[src/hw/rtl/rmt_pkg.sv]
// ----------------------------------------------------------------------------
// rmt_pkg
// Shared types and constants for the region metadata table.
// ----------------------------------------------------------------------------
package rmt_pkg;

   localparam int NUM_SLOTS_DEF = 64;

   localparam int KEY_W    = 64;
   localparam int TAG_W    = 32;
   localparam int OP_W     = 2;
   localparam int STATUS_W = 3;
   localparam int SLOT_W   = 6;
   localparam int CSR_IDX_W = 1;
   localparam int CSR_DATA_W = 32;

   // opcodes
   localparam logic [OP_W-1:0] OP_INIT = 2'd0;
   localparam logic [OP_W-1:0] OP_PUSH = 2'd1;
   localparam logic [OP_W-1:0] OP_POP  = 2'd2;
   localparam logic [OP_W-1:0] OP_READ = 2'd3;

   // status codes
   localparam logic [STATUS_W-1:0] STS_OK        = 3'd0;
   localparam logic [STATUS_W-1:0] STS_FULL      = 3'd1;
   localparam logic [STATUS_W-1:0] STS_NOT_FOUND = 3'd2;
   localparam logic [STATUS_W-1:0] STS_PERMANENT = 3'd3;
   localparam logic [STATUS_W-1:0] STS_BAD_INIT  = 3'd4;

   // register indexes
   localparam logic [CSR_IDX_W-1:0] CSR_DEFAULT_TAG = 1'd0;
   localparam logic [CSR_IDX_W-1:0] CSR_SELF_TAG    = 1'd1;

   localparam logic [KEY_W-1:0] EMPTY_KEY = {KEY_W{1'b1}};

   typedef struct packed {
      logic [KEY_W-1:0] key;
      logic [TAG_W-1:0] tag;
      logic             keep;
   } rec_type;

   localparam rec_type EMPTY_REC = '{key: EMPTY_KEY, tag: '0, keep: 1'b0};

   typedef struct packed {
      logic [STATUS_W-1:0] status;
      logic [SLOT_W-1:0]   slot;
      logic [KEY_W-1:0]    key;
      logic [TAG_W-1:0]    tag;
      logic                keep;
   } rsp_type;

endpackage

[src/hw/rtl/rmt_rsp_reg.sv]
// ----------------------------------------------------------------------------
// rmt_rsp_reg
// Output register for result transactions; frees the core as soon as a
// result is parked here.
// ----------------------------------------------------------------------------
module rmt_rsp_reg (
   input  logic             clock,
   input  logic             reset,
   input  logic             load_valid,
   output logic             load_ready,
   input  rmt_pkg::rsp_type load_data,
   output logic             rsp_valid,
   input  logic             rsp_ready,
   output rmt_pkg::rsp_type rsp_data
);

   logic             valid_ff;
   logic             valid_in;
   rmt_pkg::rsp_type data_ff;

   assign load_ready = !valid_ff || rsp_ready;

   always_comb begin
      valid_in = valid_ff;
      if (load_valid && load_ready) begin
         valid_in = 1'b1;
      end else if (rsp_ready) begin
         valid_in = 1'b0;
      end
   end

   always_ff @(posedge clock) begin
      if (reset) begin
         valid_ff <= 1'b0;
      end else begin
         valid_ff <= valid_in;
      end
   end

   always_ff @(posedge clock) begin
      if (load_valid && load_ready) begin
         data_ff <= load_data;
      end
   end

   assign rsp_valid = valid_ff;
   assign rsp_data  = data_ff;

endmodule

[config.mk]
export PLATFORM = sky130hd
export DESIGN_NAME = rmt_rsp_reg
export DESIGN_NICKNAME = d
export VERILOG_FILES = /design/src/hw/rtl/rmt_pkg.sv /design/src/hw/rtl/rmt_rsp_reg.sv
export SDC_FILE = /design/constraint.sdc
export NUM_CORES = 1
export LEC_CHECK = 0
export BUFFER_PORTS_ARGS = -buffer_cell sky130_fd_sc_hd__buf_4
export CELL_PAD_IN_SITES_DETAIL_PLACEMENT = 1
export CELL_PAD_IN_SITES_GLOBAL_PLACEMENT = 2
export CORE_MARGIN = 3
export CORE_UTILIZATION = 25
export DETAILED_ROUTE_END_ITERATION = 10
export HOLD_SLACK_MARGIN = 0.1
export PLACE_DENSITY_LB_ADDON = 0.1
export SYNTH_ARGS = -nofsm -noshare
export SYNTH_HDL_FRONTEND = slang
export SYNTH_SLANG_ARGS = --single-unit
[constraint.sdc]
create_clock -name clock -period 3.9 [get_ports clock]
set_clock_uncertainty 0.1 [all_clocks]
set_input_delay 0.195 -clock clock [delete_from_list [all_inputs] [get_ports clock]]
set_output_delay 0.195 -clock clock [all_outputs]
set_load 0.02 [all_outputs]
==> results of run 1 <==
Yosys cell counts:
cell type	number	area, sq um
nand2b_4	1	13.8
inv_1	1	3.75
edfxtp_1	106	3180
a21oi_2	1	8.76
dfxtp_1	1	20.0
and2_4	1	8.76
through the flow:
step,hold WS [ns],util (%)
global placement,0.256,41.4
detailed placement,0.255,41.4
floorplan,0.157,-
cells by family after synthesis:
group                  Yosys count  share of synthesized area (%)
buffers and inverters            1                          0.116
AND/OR/NAND/NOR                  2                          0.695
flip-flops                     107                           98.9
AO/OA/AOI/OAI                    1                          0.271
==> run_results.csv, run 1 <==
group,metric,value,unit
floorplanning,num_rows,40,
run_status,stop_stage,"4_1_cts",
clock_tree,cts_setup_buffers,0,
floorplanning,initial_utilization,26.3,%
synthesis,syn_nets,221,
synthesis,ys_seq_elements,107,
placement,dp_slack,2.04,ns
synthesis,synth.avg_cell_area,29.2,sq um
clock_tree,holdBufCountCts,103,
run_status,tool.error,"[ERROR RSZ-0060] Max buffer count reached.",
clock_tree,cts-resized-gates,0,
placement,io_buffers,217,
synthesis,netlist_area,3240,sq um
floorplanning,fp.dieH,120,um
placement,place_congestion,0.674,
placement,dpl-instance-area,5100,sq um
synthesis,synth_seq_area_share,98.9,%
synthesis,syn_inst,111,
clock_tree,clkSinkCount,107,
floorplanning,die_x,120,um
clock_tree,root_buffer,"clkbuf_16",
floorplanning,pin_count,218,
synthesis,synth_cell_types,6,
clock_tree,htree_levels,3,
clock_tree,numCtsBuffers,9,
clock_tree,clockBufferDepth,2,
synthesis,ys_warn_count,0,
placement,dp_cells,497,
run_status,outcome,"aborted with a tool error",
==> run 2: changes to the inputs <==
- CELL_PAD_IN_SITES_DETAIL_PLACEMENT: 1 -> not set
- CELL_PAD_IN_SITES_GLOBAL_PLACEMENT: 2 -> not set
- CORE_UTILIZATION: 25 -> 20
- HOLD_SLACK_MARGIN: 0.1 -> not set
- PLACE_DENSITY_LB_ADDON: 0.1 -> 0.15
==> run 2 against run 1 <==
Effect of this change: area after synthesis unchanged; synthesized cell count unchanged; the run now ends clean.
==> run_results.csv, run 2 <==
group,metric,value,unit
routing,viasPerCell,3.61,
synthesis,ys_seq_elements,107,
synthesis,synth_cell_types,6,
synthesis,synth.most_common_cell,"edfxtp_1",
routing,drtAntennaViolNets,0,
pwr,cellLeakagePower,0.00271,uW
final_layout,final_layout_size_suffix_gt1_share,52.2,%
setup_path,cp-start-kind,"flop",
synthesis,syn_nets,221,
synthesis,yosysTopAreaCell,"edfxtp_1",
setup_path,setup.worst_path.end_class,"flop",
routing,routed_wl,9.85,mm
timing,min_period,2.08,ns
floorplanning,die_area,17800,sq um
clock_tree,clkSlewWorstSetupHoldPaths,0.07,ns
worst_hold_path,hp-class,"input port to flop",
timing,setup_viol,0,
setup_path,r2r_slack,1.82,ns
timing,finalMaxSlewViolations,0,
routing,drtIter0Drc,101,
clock_tree,htree_levels,3,
grt,overflow,0,
clock_tree,clockBufferDepth,2,
clock_tree,numCtsBuffers,9,
final_layout,layout_common_cells,"219 x buf_4, 108 x dlygate4sd3_1, 106 x edfxtp_1, 9 x clkbuf_16",
synthesis,synth.avg_cell_area,29.2,sq um
grt,grt_max_degree,66,
grt,antenna_found_initial,0,
floorplanning,initial_utilization,20.8,%
timing,worst_pin_slew,0.904,ns
setup_path,cp.required,3.81,ns
grt,track_usage,10.9,%
routing,vias,2399,
synthesis,syn_inst,111,
synthesis,netlist_area,3240,sq um
timing,fin_tns_setup,0,ns
floorplanning,fp.coreArea,15500,sq um
clock_tree,cts_tree,"built",
routing,dr.pass1.iters,4,
pwr,power_density,416,nW/um^2
pwr,ir_drop,0.000250,V
flow_run,drv_cap,0,
setup_path,crit_type,"flop to flop",
timing,grt_setup_unrepaired,"false",
final_layout,final_cells,665,
clock_tree,root_buffer,"clkbuf_16",
floorplanning,fp.dieH,133,um
floorplanning,pin_count,218,
synthesis,ys_warn_count,0,
timing,timing.final.crit_share,53.4,%
clock_tree,clk_latency,0.34,ns
final_layout,final_common_cell,"buf_4",
final_layout,largest_register_ffs,106,
final_layout,final_nets,559,
setup_path,arrival,1.99,ns
timing,max_freq,0.480,GHz
synthesis,synth_top_area_share,98.3,%
final_layout,diodes,0,
synthesis,synth_seq_area_share,98.9,%
placement,place_congestion,0.661,
timing,hold_viol_final,0,
placement,io_buffers,217,
synthesis,synth_area_leaders,"edfxtp_1 98%, dfxtp_1 0.62%, nand2b_4 0.43%",
synthesis,synth_edf_count,106,
grt,first_global_vias,2679,
clock_tree,clkSinkCount,107,
routing,drcViolationCount,0,
final_layout,syn_to_final_growth,102,%
timing,max-slew-margin-rel,39.7,%
floorplanning,num_rows,45,
placement,dp_cells,541,
run_status,outcome,"completed",
synthesis,synthArstFlopShare,0,%
routing,wire_per_inst,14.8,um
setup_path,cp_max_fo,65,
grt,grt_pass1_wl,14.7,mm
final_layout,fin_util,42.1,%
synthesis,synthFlopType,"edfxtp_1",
floorplanning,die_x,133,um
run 2: cell counts after synthesis:
No cell type changed its count.
run 2: area by class of cell:
cell class	count	area (sq um)
clock inverter	7	90.1
timing repair buffer	327	2730
inverter	1	3.75
tap	211	264
clock buffer	9	225
fill	1417	9000
multi-input combinational	3	31.3
sequential	107	3200
run 2: timing repair:
action | in CTS | in global routing
buffers inserted | 0 | 0
endpoints found under the hold margin | 107 | 0
hold buffers | 108 | 0
gates resized for setup | 0 | 0
run 2: metal layers:
layer | global-route usage, % | up-vias | routed length, um
met2 | 18.6 | 126 | 4890
met4 | 4.34 | 0 | 149
met1 | 12.0 | 1141 | 3910
met3 | 4.72 | 9 | 895
met5 | 0 | - | 0
li1 | - | 1123 | -
run 2: power breakdown:
part / internal [uW] / total (uW) / switching (uW) / leakage [uW]
combinational: 218 / 394 / 176 / 0.00152
sequential: 1340 / 1360 / 19.3 / 0.00103
clock: 561 / 962 / 401 / 0.000153
run 2: final timing paths:
check                      from            to  cells past startpoint
setup / recovery      rsp_valid  rsp_data[44]                      3
hold / removal    load_data[95]  rsp_data[95]                      2
setup reg to reg      rsp_valid  rsp_data[44]                      3
hold reg to reg       rsp_valid     rsp_valid                      3
run 2: through the flow:
| stage | hold slack [ns] | setup WS [ns] | power [uW] | area, sq um |
|---|---|---|---|---|
| 3_5_place_dp | 0.258 | 1.81 | 1700 | 5150 |
| 5_1_grt | 0.452 | 1.67 | 2830 | 6540 |
| 4_1_cts | 0.442 | 1.78 | 2770 | 6540 |
| 6_report | 0.466 | 1.82 | 2720 | 6540 |
| 2_1_floorplan | 0.157 | 2.05 | 1500 | 3240 |
| 3_3_place_gp | 0.251 | 1.87 | 1690 | 5150 |
run 2: critical path, cell delays in order (launching register included):
cell and delay, ns:
dfxtp_1 0.34, nand2b_4 0.09, and2_4 0.73, buf_4 0.44
run 2: logic make-up (layout without fill, tap and decap cells):
group                  Yosys count  count (layout)  synth area share, %
DFF                            107             107                 98.9
AOI/OAI and AO/OA                1               1                0.271
buffers and inverters            1             344                0.116
and+or+nand+nor                  2               2                0.695
Note: power is estimated with default switching activity, not from simulation.
